File: src/design/atpt_pkg.sv
// shared widths, codes, types and the cordic angle table
// for the accelerometer pan/tilt core, no dependencies
`default_nettype none

package atpt_pkg;

    localparam int unsigned IN_W        = 12;
    localparam int unsigned SENS_W      = 10;
    localparam int unsigned FRAC_SH     = 15;
    localparam int unsigned DIVD_W      = IN_W + FRAC_SH;
    localparam int unsigned DIV_STEPS   = DIVD_W;
    localparam int unsigned A_W         = 15;
    localparam int unsigned Q_SAT       = 32767;
    localparam int unsigned SQ_W        = 2 * A_W;
    localparam int unsigned M2_W        = SQ_W + 1;
    localparam logic [M2_W-1:0] ONE_SQ  = 31'd268435456;
    localparam int unsigned ISQ_W       = 30;
    localparam int unsigned ISQ_STEPS   = 15;
    localparam int unsigned ANG_W       = 14;
    localparam int unsigned PAN_W       = 15;
    localparam logic [ANG_W-1:0] ANG_RIGHT = 14'd9000;
    localparam int unsigned CORDIC_TAB_LEN = 24;
    localparam int unsigned ANGLE_ITER_DEF = 16;
    localparam int unsigned CX_W        = 19;
    localparam int unsigned CZ_W        = 24;

    localparam int unsigned ADDR_W      = 4;
    localparam int unsigned APB_DW      = 32;
    localparam int unsigned IN_TDATA_W  = 24;
    localparam int unsigned OUT_TDATA_W = 32;
    localparam int unsigned OUT_TUSER_W = 2;

    localparam logic [IN_W-1:0]   RST_X_ZERO = 12'd1175;
    localparam logic [SENS_W-1:0] RST_X_SENS = 10'd295;
    localparam logic [IN_W-1:0]   RST_Y_ZERO = 12'd1220;
    localparam logic [SENS_W-1:0] RST_Y_SENS = 10'd290;

    localparam logic [1:0] REG_X_ZERO = 2'd0;
    localparam logic [1:0] REG_X_SENS = 2'd1;
    localparam logic [1:0] REG_Y_ZERO = 2'd2;
    localparam logic [1:0] REG_Y_SENS = 2'd3;

    localparam logic [1:0] ST_OK    = 2'd0;
    localparam logic [1:0] ST_CLAMP = 2'd1;
    localparam logic [1:0] ST_ZERO  = 2'd2;

    localparam logic [1:0] PK_CORDIC = 2'd0;
    localparam logic [1:0] PK_VERT   = 2'd1;
    localparam logic [1:0] PK_NONE   = 2'd2;

    typedef struct packed {
        logic [A_W-1:0] ax_mag;
        logic [A_W-1:0] ay_mag;
        logic           pan_neg;
        logic [1:0]     pan_kind;
    } t_item;

    // atan(2^-i) in 1/256 centidegree
    function automatic logic [CZ_W-1:0] atan_entry(input int unsigned idx);
        logic [CZ_W-1:0] v;
        case (idx)
            0:  v = 24'd1152000;
            1:  v = 24'd680065;
            2:  v = 24'd359328;
            3:  v = 24'd182400;
            4:  v = 24'd91554;
            5:  v = 24'd45822;
            6:  v = 24'd22916;
            7:  v = 24'd11459;
            8:  v = 24'd5730;
            9:  v = 24'd2865;
            10: v = 24'd1432;
            11: v = 24'd716;
            12: v = 24'd358;
            13: v = 24'd179;
            14: v = 24'd90;
            15: v = 24'd45;
            16: v = 24'd22;
            17: v = 24'd11;
            18: v = 24'd6;
            19: v = 24'd3;
            20: v = 24'd1;
            21: v = 24'd1;
            default: v = 24'd0;
        endcase
        return v;
    endfunction

endpackage

`default_nettype wire

File: src/design/atpt_front.sv
// front end: offset removal, pipelined division by sensitivity, classification
// depends on atpt_pkg
`default_nettype none

module atpt_front
    import atpt_pkg::*;
(
    input  logic              i_clk,
    input  logic              i_rst_n,
    input  logic              i_valid,
    output logic              o_ready,
    input  logic [IN_W-1:0]   i_x_mv,
    input  logic [IN_W-1:0]   i_y_mv,
    input  logic [IN_W-1:0]   i_x_zero,
    input  logic [SENS_W-1:0] i_x_sens,
    input  logic [IN_W-1:0]   i_y_zero,
    input  logic [SENS_W-1:0] i_y_sens,
    output logic              o_push,
    input  logic              i_full,
    output t_item             o_item
);

    localparam int unsigned LAST = DIV_STEPS + 1;
    localparam int unsigned QW   = DIVD_W + 1;

    logic [LAST:0]       r_fv;
    logic                en;
    logic [IN_W-1:0]     r_mx [0:DIV_STEPS];
    logic [IN_W-1:0]     r_my [0:DIV_STEPS];
    logic                r_nx [0:DIV_STEPS];
    logic                r_ny [0:DIV_STEPS];
    logic [SENS_W-1:0]   r_rx [0:DIV_STEPS];
    logic [SENS_W-1:0]   r_ry [0:DIV_STEPS];
    logic [DIVD_W-1:0]   r_qx [0:DIV_STEPS];
    logic [DIVD_W-1:0]   r_qy [0:DIV_STEPS];
    logic [SENS_W-1:0]   n_rx [0:DIV_STEPS-1];
    logic [SENS_W-1:0]   n_ry [0:DIV_STEPS-1];
    logic [DIVD_W-1:0]   n_qx [0:DIV_STEPS-1];
    logic [DIVD_W-1:0]   n_qy [0:DIV_STEPS-1];
    t_item               r_item;
    t_item               n_item;
    logic [SENS_W-1:0]   sx, sy;
    logic signed [IN_W:0] dx, dy;

    assign en      = !r_fv[LAST] || !i_full;
    assign o_ready = en;
    assign o_push  = r_fv[LAST] && !i_full;
    assign o_item  = r_item;

    // zero sensitivity behaves as one
    assign sx = (i_x_sens == '0) ? SENS_W'(1) : i_x_sens;
    assign sy = (i_y_sens == '0) ? SENS_W'(1) : i_y_sens;
    assign dx = $signed({1'b0, i_x_mv}) - $signed({1'b0, i_x_zero});
    assign dy = $signed({1'b0, i_y_mv}) - $signed({1'b0, i_y_zero});

    // one quotient bit per stage, restoring
    always_comb begin
        logic [DIVD_W-1:0] dvx, dvy;
        logic [SENS_W:0]   tx, ty, fx, fy;
        for (int j = 0; j < DIV_STEPS; j++) begin
            dvx = {r_mx[j], {FRAC_SH{1'b0}}};
            dvy = {r_my[j], {FRAC_SH{1'b0}}};
            tx  = {r_rx[j], dvx[DIVD_W-1-j]};
            ty  = {r_ry[j], dvy[DIVD_W-1-j]};
            fx  = tx - {1'b0, sx};
            fy  = ty - {1'b0, sy};
            if (tx >= {1'b0, sx}) begin
                n_rx[j] = fx[SENS_W-1:0];
                n_qx[j] = {r_qx[j][DIVD_W-2:0], 1'b1};
            end else begin
                n_rx[j] = tx[SENS_W-1:0];
                n_qx[j] = {r_qx[j][DIVD_W-2:0], 1'b0};
            end
            if (ty >= {1'b0, sy}) begin
                n_ry[j] = fy[SENS_W-1:0];
                n_qy[j] = {r_qy[j][DIVD_W-2:0], 1'b1};
            end else begin
                n_ry[j] = ty[SENS_W-1:0];
                n_qy[j] = {r_qy[j][DIVD_W-2:0], 1'b0};
            end
        end
    end

    // round half up, saturate, then classify the pan case
    always_comb begin
        logic [QW-1:0]  hx, hy;
        logic [A_W-1:0] axm, aym;
        logic           xneg, yneg;
        hx  = QW'(r_qx[DIV_STEPS]) + QW'(1);
        hy  = QW'(r_qy[DIV_STEPS]) + QW'(1);
        axm = (hx[QW-1:1] > DIVD_W'(Q_SAT)) ? A_W'(Q_SAT) : hx[A_W:1];
        aym = (hy[QW-1:1] > DIVD_W'(Q_SAT)) ? A_W'(Q_SAT) : hy[A_W:1];
        xneg = r_nx[DIV_STEPS] && (axm != '0);
        yneg = r_ny[DIV_STEPS] && (aym != '0);
        n_item.ax_mag = axm;
        n_item.ay_mag = aym;
        priority if (axm == '0 && aym == '0) begin
            n_item.pan_kind = PK_NONE;
            n_item.pan_neg  = 1'b0;
        end else if (axm == '0) begin
            n_item.pan_kind = PK_VERT;
            n_item.pan_neg  = yneg;
        end else begin
            n_item.pan_kind = PK_CORDIC;
            n_item.pan_neg  = xneg ^ yneg;
        end
    end

    always_ff @(posedge i_clk) begin
        if (!i_rst_n) begin
            r_fv <= '0;
        end else if (en) begin
            r_fv <= {r_fv[LAST-1:0], i_valid};
        end
    end

    always_ff @(posedge i_clk) begin
        if (en) begin
            r_mx[0] <= dx[IN_W] ? IN_W'(-dx) : IN_W'(dx);
            r_my[0] <= dy[IN_W] ? IN_W'(-dy) : IN_W'(dy);
            r_nx[0] <= dx[IN_W];
            r_ny[0] <= dy[IN_W];
            r_rx[0] <= '0;
            r_ry[0] <= '0;
            r_qx[0] <= '0;
            r_qy[0] <= '0;
            for (int j = 0; j < DIV_STEPS; j++) begin
                r_mx[j+1] <= r_mx[j];
                r_my[j+1] <= r_my[j];
                r_nx[j+1] <= r_nx[j];
                r_ny[j+1] <= r_ny[j];
                r_rx[j+1] <= n_rx[j];
                r_ry[j+1] <= n_ry[j];
                r_qx[j+1] <= n_qx[j];
                r_qy[j+1] <= n_qy[j];
            end
            r_item <= n_item;
        end
    end

endmodule

`default_nettype wire

File: config.mk
export PLATFORM = sky130hd
export DESIGN_NAME = atpt_front
export DESIGN_NICKNAME = d
export VERILOG_FILES = /design/src/design/atpt_pkg.sv /design/src/design/atpt_front.sv
export SDC_FILE = /design/constraint.sdc
export NUM_CORES = 2
export LEC_CHECK = 0
export ABC_AREA = 1
export BUFFER_PORTS_ARGS = -buffer_cell sky130_fd_sc_hd__buf_4
export CAP_MARGIN = 25
export CORE_MARGIN = 2
export CORE_UTILIZATION = 65
export DETAILED_ROUTE_END_ITERATION = 12
export PLACE_DENSITY = 0.82
export SLEW_MARGIN = 20
export SYNTH_ARGS = -nofsm -noshare
export SYNTH_HDL_FRONTEND = slang
export SYNTH_SLANG_ARGS = --single-unit
File: constraint.sdc
create_clock -name i_clk -period 94.4 [get_ports i_clk]
set_input_delay 4.72 -clock i_clk [delete_from_list [all_inputs] [get_ports i_clk]]
set_output_delay 4.72 -clock i_clk [all_outputs]
set_load 0.02 [all_outputs]
==> impl_metrics.csv <==
group,metric,value,unit
setup_path,worstPathCellList,"buf_4, nand2_4, buf_4",
outcome,run_status,"finished, final reports clean",
sta,hold_violations,0,
cts,tritoncts,"done",
floorplan,design.portCount,107,
cts,worst_skew_pair.late_latency,0.77,ns
logic_synthesis,ys_seq_area_share,60.1,%
global_routing,grt.overflow.total,0,
setup_path,critical_path.max_fanout,54,
drt,met2RoutedLength,71900,um
final_layout,layout_commonest_cell,"sky130_fd_sc_hd__edfxtp_1",
placed_design,io_buffer_count,106,
drt,route.vias.total,49200,
setup_path,crit_top_cell,"sky130_fd_sc_hd__buf_4",
logic_synthesis,synth_ff_type,"sky130_fd_sc_hd__edfxtp_1",
hold_path,hold_class,"flop to flop",
setup_path,worst-endpoint-arrival,5.71,ns
logic_synthesis,warnings_synthesis,0,
sta,tns,0,ns
global_routing,number_of_antenna_violations_at_the_first_check_in_global_routing,0,
setup_path,crit_path_max_incr_delay,0.49,ns
drt,routed-wl-met3,7980,um
pwr,leakage_power_summed_over_all_cells,35.5,nW
sta,finalMaxSlewViolations,0,
final_layout,design.final.nets,7564,
sta,final-setup-viol-count,0,
setup_path,rr_worst_depth,6,
drt,drt-vias-per-instance,5.75,
cts,clockBufferDepth,3,
floorplan,start_util,65.3,%
logic_synthesis,ys_ff_latch,1550,
drt,top_layer_reached_by_signal_wires,"met4",
drt,routed_wire_length_per_instance,17.4,um
logic_synthesis,synth_edf_count,1521,
floorplan,floorplan.die.height,348,um
final_layout,layout-area-overhead-vs-synth,10.1,%
cts,cts_repair_resize_count,0,
drt,drt_iter0_drc,4087,
floorplan,horiz_die_dim,348,um
final_layout,fillers,7872,
sta,timing.final.crit_period,10.43,ns
sta,layout_skew,0.0242,ns
drt,drt_pass1_iterations,6,
drt,drt.antenna.violating_nets,0,
cts,cts_root_buffer,"sky130_fd_sc_hd__clkbuf_16",
logic_synthesis,syn-num-nets,7362,
sta,upper_clock_frequency_limit,95.8,MHz
cts,cts.sink_count,1550,
drt,detail_route.wirelength,149000,um
cts,clk_transition_reported_paths,0.06,ns
pwr,ir_drop,20.5,uV
final_layout,area_used_by_multi_input_combinational_logic,0.0282,mm^2
sta,max_slew_margin,26.1,%
setup_path,critPathLaunchType,"input port",
cts,htree_num_levels,4,
global_routing,grt_use_total,24.8,%
final_layout,final-seq-area,0.0463,mm^2
setup_path,critPathKind,"input port to primary output",
pwr,fin_total_pwr,2.84,mW
final_layout,antenna_cells_inserted,0,
sta,tightestPinTransition,1.11,ns
sta,period_share,11.1,%
cts,hold_buffers,0,
floorplan,die_area,0.121,mm^2
placed_design,globalplace.congestion,0.912,
setup_path,cp_data_required_time,89.68,ns
logic_synthesis,synth.cell_area,0.0769,mm^2
sta,rsz0062_at_grt,"no",
pwr,power_density,33.5,mW/mm^2
hold_path,hold_depth,0,
global_routing,maximum_number_of_pins_on_one_net_before_global_route_repair,199,
run,max_cap_viol_count,0,
setup_path,timing.critical_path.to_type,"primary output",
drt,wirelength_met1,65000,um
floorplan,rows,126,
drt,drc,0,
cts,cts_buffer_count,155,
placed_design,dp_hpwl,94500,um
logic_synthesis,yosys.cell_types.count,58,
global_routing,wire_length_of_the_first_global_routing_pass,241000,um
setup_path,slowest_stage,"sky130_fd_sc_hd__nand2_4",
cts,cts_setup_buffers,0,
logic_synthesis,async_flop_share,0,%
global_routing,first_global_vias,48000,
floorplan,core_region_area,0.118,mm^2
final_layout,post_route_cells_drive_above_1_share,7.21,%
logic_synthesis,netlist_instances,6688,
logic_synthesis,post_synth.cell_area_avg,11.5,um^2
final_layout,layout_common_cells,"sky130_fd_sc_hd__edfxtp_1, sky130_fd_sc_hd__nand2_1, sky130_fd_sc_hd__nor2_1",
registers in the layout, summed over array words and instances, names as in the netlist:
name and count:
r_qx 378, r_ry 260, r_nx 28, r_fv 29
r_my 78, r_mx 78, o_item 33, r_rx 260
r_qy 378, r_ny 28
worst paths after layout:
check                    startpoint                      to  slack [ns]
min          r_qx[0][329]$_DFFE_PP_  r_qx[0][357]$_DFFE_PP_        0.40
max                          i_full                 o_ready       83.97
max reg2reg   r_fv[28]$_SDFFE_PN0P_    r_mx[3][7]$_DFFE_PP_       88.70
min reg2reg  r_qx[0][329]$_DFFE_PP_  r_qx[0][357]$_DFFE_PP_        0.40
stage by stage:
step	instances	setup WS (ns)	util [%]	instance area (um^2)	hold slack (ns)
after floorplan	6688	43.53	-	76900	0.400
after CTS	8553	83.92	71.9	84700	0.403
final	8553	83.97	71.9	84700	0.404
after global placement	8267	83.93	67.5	79500	0.400
after detailed placement	8269	83.92	67.5	79500	0.405
after global routing	8553	83.88	71.9	84700	0.413
synth_stat cells, types with 64 or more instances:
library cell / n / area share, %
sky130_fd_sc_hd__a21oi_1: 606 / 3.9
sky130_fd_sc_hd__nand2_1: 1091 / 5.3
sky130_fd_sc_hd__xor2_1: 295 / 3.4
sky130_fd_sc_hd__ha_1: 550 / 8.9
sky130_fd_sc_hd__inv_1: 510 / 2.5
sky130_fd_sc_hd__xnor2_1: 151 / 1.7
sky130_fd_sc_hd__o21ai_0: 311 / 2.0
sky130_fd_sc_hd__nand3_1: 234 / 1.5
sky130_fd_sc_hd__nand4_1: 81 / 0.66
sky130_fd_sc_hd__edfxtp_1: 1521 / 59
sky130_fd_sc_hd__o21bai_1: 64 / 0.62
sky130_fd_sc_hd__nor2_1: 648 / 3.2
sky130_fd_sc_hd__buf_2: 81 / 0.53
final cells by class:
cell class / count / share of cell area, %
clock buffer: 186 / 4.83
timing repair buffer: 151 / 1.38
clock inverter: 98 / 1.26
tap: 1536 / 2.27
inverter: 525 / 2.33
sequential: 1550 / 54.6
multi-input combinational: 4507 / 33.3
worst max-delay path, delay by kind of cell:
kind                   cells  cell delay, ns
buffers and inverters      2            0.44
AND/OR/NAND/NOR            1            0.49
where the power goes:
group          internal (mW)  switching (mW)
Combinational          0.383           0.605
Sequential              1.10           0.125
Clock                  0.365           0.258
cell families (layout without fill, tap and decap cells):
family | after synthesis | count (layout) | synth area share [%]
AND/OR/NAND/NOR | 2241 | 2241 | 12.3
flip-flops | 1550 | 1550 | 60.1
AO/OA/AOI/OAI | 1218 | 1218 | 8.84
buffers and inverters | 631 | 960 | 3.31
adder cells (fa/ha/maj) | 602 | 602 | 10.3
XOR/XNOR | 446 | 446 | 5.08
per-layer routing:
| layer | track usage, % | vias up |
|---|---|---|
| met3 | 3.46 | 320 |
| met1 | 33.8 | 23300 |
| met2 | 41.3 | 1388 |
| met4 | 8.25 | 0 |
| li1 | - | 24200 |
| met5 | 0 | - |
Note: power is estimated with default switching activity, not from simulation.
