==> config.mk <==
export PLATFORM = sky130hd
export DESIGN_NAME = atpt_queue
export DESIGN_NICKNAME = d
export VERILOG_FILES = /design/src/design/atpt_pkg.sv /design/src/design/atpt_queue.sv
export SDC_FILE = /design/constraint.sdc
export NUM_CORES = 1
export LEC_CHECK = 0
export ABC_AREA = 1
export BUFFER_PORTS_ARGS = -buffer_cell sky130_fd_sc_hd__buf_2
export CORE_AREA = 2 2 128 130
export DETAILED_ROUTE_END_ITERATION = 8
export DIE_AREA = 0 0 130 132
export HOLD_SLACK_MARGIN = 0.08
export SYNTH_ARGS = -nofsm -noshare
export SYNTH_HDL_FRONTEND = slang
export SYNTH_SLANG_ARGS = --single-unit
==> constraint.sdc <==
create_clock -name i_clk -period 1.6 [get_ports i_clk]
set_input_delay 0.16 -clock i_clk [delete_from_list [all_inputs] [get_ports i_clk]]
set_output_delay 0.16 -clock i_clk [all_outputs]
set_load 0.02 [all_outputs]
==> src/design/atpt_pkg.sv <==
// shared widths, codes, types and the cordic angle table
// for the accelerometer pan/tilt core, no dependencies
`default_nettype none

package atpt_pkg;

    localparam int unsigned IN_W        = 12;
    localparam int unsigned SENS_W      = 10;
    localparam int unsigned FRAC_SH     = 15;
    localparam int unsigned DIVD_W      = IN_W + FRAC_SH;
    localparam int unsigned DIV_STEPS   = DIVD_W;
    localparam int unsigned A_W         = 15;
    localparam int unsigned Q_SAT       = 32767;
    localparam int unsigned SQ_W        = 2 * A_W;
    localparam int unsigned M2_W        = SQ_W + 1;
    localparam logic [M2_W-1:0] ONE_SQ  = 31'd268435456;
    localparam int unsigned ISQ_W       = 30;
    localparam int unsigned ISQ_STEPS   = 15;
    localparam int unsigned ANG_W       = 14;
    localparam int unsigned PAN_W       = 15;
    localparam logic [ANG_W-1:0] ANG_RIGHT = 14'd9000;
    localparam int unsigned CORDIC_TAB_LEN = 24;
    localparam int unsigned ANGLE_ITER_DEF = 16;
    localparam int unsigned CX_W        = 19;
    localparam int unsigned CZ_W        = 24;

    localparam int unsigned ADDR_W      = 4;
    localparam int unsigned APB_DW      = 32;
    localparam int unsigned IN_TDATA_W  = 24;
    localparam int unsigned OUT_TDATA_W = 32;
    localparam int unsigned OUT_TUSER_W = 2;

    localparam logic [IN_W-1:0]   RST_X_ZERO = 12'd1175;
    localparam logic [SENS_W-1:0] RST_X_SENS = 10'd295;
    localparam logic [IN_W-1:0]   RST_Y_ZERO = 12'd1220;
    localparam logic [SENS_W-1:0] RST_Y_SENS = 10'd290;

    localparam logic [1:0] REG_X_ZERO = 2'd0;
    localparam logic [1:0] REG_X_SENS = 2'd1;
    localparam logic [1:0] REG_Y_ZERO = 2'd2;
    localparam logic [1:0] REG_Y_SENS = 2'd3;

    localparam logic [1:0] ST_OK    = 2'd0;
    localparam logic [1:0] ST_CLAMP = 2'd1;
    localparam logic [1:0] ST_ZERO  = 2'd2;

    localparam logic [1:0] PK_CORDIC = 2'd0;
    localparam logic [1:0] PK_VERT   = 2'd1;
    localparam logic [1:0] PK_NONE   = 2'd2;

    typedef struct packed {
        logic [A_W-1:0] ax_mag;
        logic [A_W-1:0] ay_mag;
        logic           pan_neg;
        logic [1:0]     pan_kind;
    } t_item;

    // atan(2^-i) in 1/256 centidegree
    function automatic logic [CZ_W-1:0] atan_entry(input int unsigned idx);
        logic [CZ_W-1:0] v;
        case (idx)
            0:  v = 24'd1152000;
            1:  v = 24'd680065;
            2:  v = 24'd359328;
            3:  v = 24'd182400;
            4:  v = 24'd91554;
            5:  v = 24'd45822;
            6:  v = 24'd22916;
            7:  v = 24'd11459;
            8:  v = 24'd5730;
            9:  v = 24'd2865;
            10: v = 24'd1432;
            11: v = 24'd716;
            12: v = 24'd358;
            13: v = 24'd179;
            14: v = 24'd90;
            15: v = 24'd45;
            16: v = 24'd22;
            17: v = 24'd11;
            18: v = 24'd6;
            19: v = 24'd3;
            20: v = 24'd1;
            21: v = 24'd1;
            default: v = 24'd0;
        endcase
        return v;
    endfunction

endpackage

`default_nettype wire

==> src/design/atpt_queue.sv <==
// small request queue between the front and back ends
// depends on atpt_pkg for the request type
`default_nettype none

module atpt_queue
    import atpt_pkg::*;
#(
    parameter int unsigned DEPTH = 4
) (
    input  logic  i_clk,
    input  logic  i_rst_n,
    input  logic  i_push,
    input  t_item i_item,
    output logic  o_full,
    input  logic  i_pop,
    output logic  o_valid,
    output t_item o_item
);

    localparam int unsigned PW = (DEPTH > 1) ? $clog2(DEPTH) : 1;
    localparam int unsigned CW = $clog2(DEPTH + 1);

    t_item         r_mem [0:DEPTH-1];
    logic [PW-1:0] r_wr, r_rd;
    logic [CW-1:0] r_cnt;
    logic          do_pop;

    assign o_full  = (r_cnt == CW'(DEPTH));
    assign o_valid = (r_cnt != '0);
    assign o_item  = r_mem[r_rd];
    assign do_pop  = i_pop && o_valid;

    always_ff @(posedge i_clk) begin
        if (!i_rst_n) begin
            r_wr  <= '0;
            r_rd  <= '0;
            r_cnt <= '0;
        end else begin
            if (i_push) begin
                r_wr <= (r_wr == PW'(DEPTH - 1)) ? '0 : r_wr + PW'(1);
            end
            if (do_pop) begin
                r_rd <= (r_rd == PW'(DEPTH - 1)) ? '0 : r_rd + PW'(1);
            end
            if (i_push && !do_pop) begin
                r_cnt <= r_cnt + CW'(1);
            end else if (do_pop && !i_push) begin
                r_cnt <= r_cnt - CW'(1);
            end
        end
    end

    always_ff @(posedge i_clk) begin
        if (i_push) begin
            r_mem[r_wr] <= i_item;
        end
    end

endmodule

`default_nettype wire

==> results.json, run 1 <==
{
  "core_sq_mm": 0.0157,
  "grt_max_degree": 27,
  "cts_max_path_buffers": 2,
  "start_kind": "flip-flop",
  "power.density_mw_per_mm2": 1710,
  "period_share": 1.09,
  "antenna_found_initial": 0,
  "async_flop_share": 0,
  "synth_fp_nets": 427,
  "holdPathStages": 4,
  "cts_buffers": 17,
  "cap_violations": 0,
  "grt_usage": 0.150,
  "min_from": "i_pop",
  "wl_um": 12600,
  "clock_latency_ns": 0.41,
  "worstMarginPinSlew_ns": 0.317,
  "die_area_sq_mm": 0.0172,
  "clk_pin_slew_worst_paths_ns": 0.06,
  "die_w_um": 130,
  "clock_skew_ns": 0.00616,
  "dp.cells": 668,
  "seq_area_frac_synth": 0.768,
  "power_mw": 13.1,
  "final_core_util": 0.488,
  "diodes": 0,
  "worst-path-max-fanout": 9,
  "top_usage_layer": "met2",
  "finalWeightedCongestion": 0.721,
  "die_y_um": 132,
  "synth_top_area_frac": 0.734,
  "drtPass1Iterations": 4,
  "finalNonFillerCells": 747,
  "synth_cell_type_count": 22,
  "grt_pass1_vias": 3617,
  "reg2reg_depth": 11,
  "initial_core_util": 0.344,
  "area_growth_pct": 42.0,
  "wl_per_cell_um": 16.8,
  "r2r_slack_ns": 0.02,
  "use_met1": 0.192,
  "io_pins": 72,
  "cts_tree": "built",
  "fin_nets": 562,
  "ctsRootBufferMaster": "clkbuf_16",
  "h-tree-depth": 4,
  "final.min_clock_period_ns": 1.75,
  "p_leak_nw": 2.81,
  "grt_util_met2": 0.248,
  "worstPathRequired_ns": 1.44,
  "synth.area.top_cells": "edfxtp_1, nor2_1, o21ai_0",
  "hold_class": "primary input to flip-flop",
  "overflow": 0,
  "drtIter0Drc": 228,
  "synth-edff-count": 132,
  "drive_gt1_frac": 0.352,
  "ys.flop_type": "edfxtp_1",
  "slew_headroom": 0.789,
  "yosys.area.top_type": "edfxtp_1",
  "violations": "setup timing",
  "yosys_warnings": 0,
  "syn_area_sq_mm": 0.00540,
  "reg2reg_to": "r_cnt[2]$_SDFFE_PN0P_",
  "avgViaCountPerCell": 4.77,
  "endpoint_kind": "output port",
  "synthTopCellsByCount": "edfxtp_1, nor2_1, o21ai_0",
  "route.vias.total": 3561,
  "netlist_instances": 383,
  "layout_setup_ws_ns": -0.148,
  "grt_pass1_wl_um": 19300,
  "fmaxAchievable_mhz": 572,
  "status": "finished with violations",
  "r2r_start": "r_cnt[1]$_SDFFE_PN0P_",
  "antenna_left": 0,
  "max-vdd-ir-drop_mv": 0.856,
  "drv_slew": 0,
  "portBuffers": 71,
  "yosysMostFrequentCell": "edfxtp_1",
  "ys_ff_latch": 141,
  "hold_viol": 0,
  "avgSynthCellArea_sq_um": 14.1,
  "use_met3": 0.0406,
  "critPathKind": "flip-flop to output port",
  "rsz0062_at_grt": "yes",
  "cts.sinks": 141,
  "dp_hpwl_um": 6830,
  "final-setup-viol-count": 31,
  "critPathArrivalTime_ns": 1.59,
  "placementRows": 46,
  "drc": 0
}
## placed cells by master, fill, tap and decap left out, types with 2 or more instances in the layout
cell           Yosys  routed
nor2_1            76      70
buf_12             0      11
dfxtp_4            0       2
nand2_1           13       9
a21oi_1            3       3
buf_16             0       4
clkinv_2           0       4
buf_8              1       2
inv_1             14       8
o21ai_1           18      24
nor2_2             0       5
o22ai_1           33      24
inv_2              2       2
buf_4              0      38
buf_6              9       8
edfxtp_1         132     132
nand2_2            0       3
dlygate4sd3_1      0      34
nor3_1             2       2
o21ai_4            0       2
dfxtp_2            0       2
bufinv_16          0       4
clkbuf_8           0       3
o22ai_2            0       9
clkinvlp_4         0       6
o21ai_2            0      18
dfxtp_1            9       5
ha_1               6       5
buf_2              7      38
clkbuf_16          0      18
o21ai_0           50      24
## final cells by class
cell class | instances | area, sq um
flip-flops and latches | 141 | 4150
multi-input cells | 206 | 1230
repair buffers | 136 | 1290
well taps | 216 | 270
inverters | 16 | 85.1
clock inverters | 11 | 164
fillers | 1345 | 8050
clock buffers | 21 | 470
## registers in the layout, summed over array words and instances, names as in the netlist, named ones only
name / cells
r_cnt: 3
r_mem: 132
r_rd: 2
r_wr: 2
## stage by stage
| step | TNS (ns) | setup WS (ns) | hold WS [ns] | area, sq um |
|---|---|---|---|---|
| 2_1_floorplan | -0.0146 | -0.0146 | 0.259 | 5440 |
| 3_3_place_gp | 0 | 0.0801 | 0.373 | 6130 |
| 3_5_place_dp | 0 | 0.0268 | 0.377 | 6130 |
| 4_1_cts | -3.70 | -0.140 | 0.103 | 7510 |
| 5_1_grt | -5.25 | -0.220 | 0.149 | 7660 |
| 6_report | -2.79 | -0.148 | 0.131 | 7660 |
## routing by layer
metal | routed length (um) | share of wire
met5 | 0 | 0
met1 | 5570 | 0.44
met4 | 100 | 0.0079
met3 | 438 | 0.035
met2 | 6470 | 0.51
## worst max-delay path: stages, from the launching register on
cell and delay [ns]:
dfxtp_4 0.42, inv_8 0.07, buf_12 0.14, buf_16 0.15, o21ai_2 0.13, o22ai_2 0.10
buf_4 0.16
## logic make-up after synthesis
kind of cell,after synthesis,share of synthesized area
DFF,141,0.768
AOI/OAI and AO/OA,104,0.104
and+or+nand+nor,94,0.0672
buffers and inverters,36,0.0417
adders and majority gates,7,0.0176
xor gates and xnor gates,1,0.00162
## how the worst max path moves through the flow
stage	start	endpoint	cells after the start
finish	flip-flop	o_item[15]	6
global route	flip-flop	o_item[19]	6
CTS	flip-flop	o_item[8]	5
detailed placement	r_cnt[1]$_SDFFE_PN0P_	r_cnt[1]$_SDFFE_PN0P_	8
global placement	r_cnt[1]$_SDFFE_PN0P_	r_cnt[1]$_SDFFE_PN0P_	8
floorplan	r_cnt[0]$_SDFFE_PN0P_	r_cnt[1]$_SDFFE_PN0P_	8
## repair_timing
action / CTS / global route
buffers inserted: 4 / 4
hold buffers: 34 / 0
hold endpoints to repair: 141 / 0
setup endpoints to repair: 33 / 35
pin swaps: 8 / 14
cloned: 5 / 1
gates resized for setup: 85 / 41
## report_power, final
group          switching (mW)  total (mW)  leakage [nW]  internal, mW
sequential              0.123        4.40          1.29          4.28
combinational            2.54        4.57          1.21          2.04
clock                    1.42        4.14         0.309          2.72
total                    4.08        13.1          2.81          9.04
No activity file was read; power rests on OpenSTA's default activity.
==> run 2: changes to the inputs <==
- CTS_BUF_LIST: not set -> sky130_fd_sc_hd__clkbuf_4
- HOLD_SLACK_MARGIN: 0.08 -> 0.15
==> run 2 against run 1 <==
Effect of this change:
- the flow still finishes with violations (setup timing)
- non-clock buffer count is 5 higher
- routed wire length is 1.2% higher
- sequential power hardly changed
- total power is 12% lower
- flip-flop and latch count stayed put
- clock-buffer cell count is 3 lower
- sequential share of layout area is 1.8 points higher
- register-to-register slack worse by 0.02 ns
- hold slack better by 0.23 ns
==> results.json, run 2 (synthesis results as in run 1) <==
{
  "clock_skew_ns": 0.0234,
  "hold_viol": 0,
  "r2r_start": "r_cnt[2]$_SDFFE_PN0P_",
  "h-tree-depth": 4,
  "finalNonFillerCells": 752,
  "power_mw": 11.6,
  "finalWeightedCongestion": 0.721,
  "hold_class": "primary input to flip-flop",
  "worst-path-max-fanout": 10,
  "wl_um": 12700,
  "start_kind": "flip-flop",
  "placementRows": 46,
  "avgViaCountPerCell": 4.74,
  "drtPass1Iterations": 4,
  "antenna_left": 0,
  "r2r_slack_ns": 0,
  "dp.cells": 668,
  "fmaxAchievable_mhz": 529,
  "wl_per_cell_um": 16.9,
  "fin_nets": 567,
  "grt_usage": 0.147,
  "diodes": 0,
  "route.vias.total": 3562,
  "grt_pass1_vias": 3606,
  "clk_pin_slew_worst_paths_ns": 0.12,
  "ctsRootBufferMaster": "clkbuf_4",
  "worstMarginPinSlew_ns": 0.320,
  "endpoint_kind": "output port",
  "slew_headroom": 0.786,
  "reg_top3": "r_mem x132, r_cnt x3",
  "grt_pass1_wl_um": 18900,
  "largest_reg_flops": 132,
  "critPathArrivalTime_ns": 1.73,
  "drive_gt1_frac": 0.351,
  "status": "finished with violations",
  "dp_slack_ns": 0.0268,
  "area_growth_pct": 37.5,
  "overflow": 0,
  "dp_hpwl_um": 6830,
  "drtIter0Drc": 223,
  "drc": 0,
  "p_leak_nw": 2.69,
  "grt_max_degree": 27,
  "worstPathRequired_ns": 1.44,
  "die_w_um": 130,
  "portBuffers": 71,
  "die_y_um": 132,
  "mostFrequentLayoutCells": "edfxtp_1, nor2_1, buf_2",
  "final-setup-viol-count": 33,
  "antenna_found_initial": 0,
  "final_core_util": 0.472,
  "cts_max_path_buffers": 2,
  "clock_latency_ns": 0.54,
  "cts.sinks": 141,
  "final.min_clock_period_ns": 1.89,
  "critPathKind": "flip-flop to output port",
  "cts_tree": "built",
  "period_share": 1.18,
  "violations": "setup timing",
  "reg2reg_depth": 12,
  "cap_violations": 0,
  "drv_slew": 0,
  "rsz0062_at_grt": "yes",
  "layout_setup_ws_ns": -0.290,
  "initial_core_util": 0.344,
  "finalSetupTns_ns": -7.17,
  "max-vdd-ir-drop_mv": 0.805,
  "cts_buffers": 17,
  "regMostFlops": "r_mem",
  "reg2reg_to": "r_cnt[2]$_SDFFE_PN0P_",
  "mostFrequentLayoutCell": "edfxtp_1",
  "power.density_mw_per_mm2": 1560,
  "die_area_sq_mm": 0.0172,
  "endpoint": "o_item[25]",
  "io_pins": 72,
  "core_sq_mm": 0.0157
}
[run 2: critical path: stages (launching register included)]
cell and delay (ns):
dfxtp_4 0.43, buf_6 0.12, buf_12 0.12, o21ai_0 0.10, o22ai_1 0.24, buf_4 0.19
[run 2: routing by layer]
layer,track usage,vias up,wire length (um)
met5,0,-,0
met4,0.0436,0,146
met3,0.0450,14,592
met2,0.245,105,6440
met1,0.183,1739,5550
li1,-,1704,-
[run 2: power by group]
| part | internal, mW | switching, mW |
|---|---|---|
| Combinational | 2.14 | 2.56 |
| Sequential | 4.27 | 0.122 |
| Clock | 1.23 | 1.22 |
[run 2: through the flow]
| step | cell area [sq um] | hold slack [ns] |
|---|---|---|
| 6_report | 7420 | 0.366 |
| 5_1_grt | 7420 | 0.328 |
| 4_1_cts | 7190 | 0.302 |
| 3_5_place_dp | 6130 | 0.377 |
| 3_3_place_gp | 6130 | 0.373 |
| 2_1_floorplan | 5440 | 0.259 |
[run 2: repair_timing]
action | in CTS | in global routing
pin swaps | 6 | 15
cloned | 4 | 3
setup endpoints to repair | 34 | 37
hold buffers | 36 | 0
hold endpoints to repair | 141 | 0
setup buffers | 4 | 6
resized for setup | 88 | 41
[run 2: area by class of cell]
type | instances | area (sq um)
Multi-Input combinational cell | 206 | 1230
Inverter | 16 | 85.1
Fill cell | 1390 | 8290
Clock inverter | 14 | 175
Sequential cell | 141 | 4160
Clock buffer | 18 | 135
Tap cell | 216 | 270
Timing Repair Buffer | 141 | 1370
[run 2: worst min path at each step]
stage / start / endpoint / slack (ns) / cells past startpoint
global placement: i_item[1] / r_mem[2][1]$_DFFE_PP_ / 0.37 / 1
finish: i_item[29] / r_mem[1][29]$_DFFE_PP_ / 0.37 / 2
global route: i_item[29] / r_mem[0][29]$_DFFE_PP_ / 0.33 / 2
detailed placement: i_item[0] / r_mem[1][0]$_DFFE_PP_ / 0.38 / 1
floorplan: i_item[0] / r_mem[0][0]$_DFFE_PP_ / 0.26 / 0
CTS: i_item[27] / r_mem[0][27]$_DFFE_PP_ / 0.30 / 2
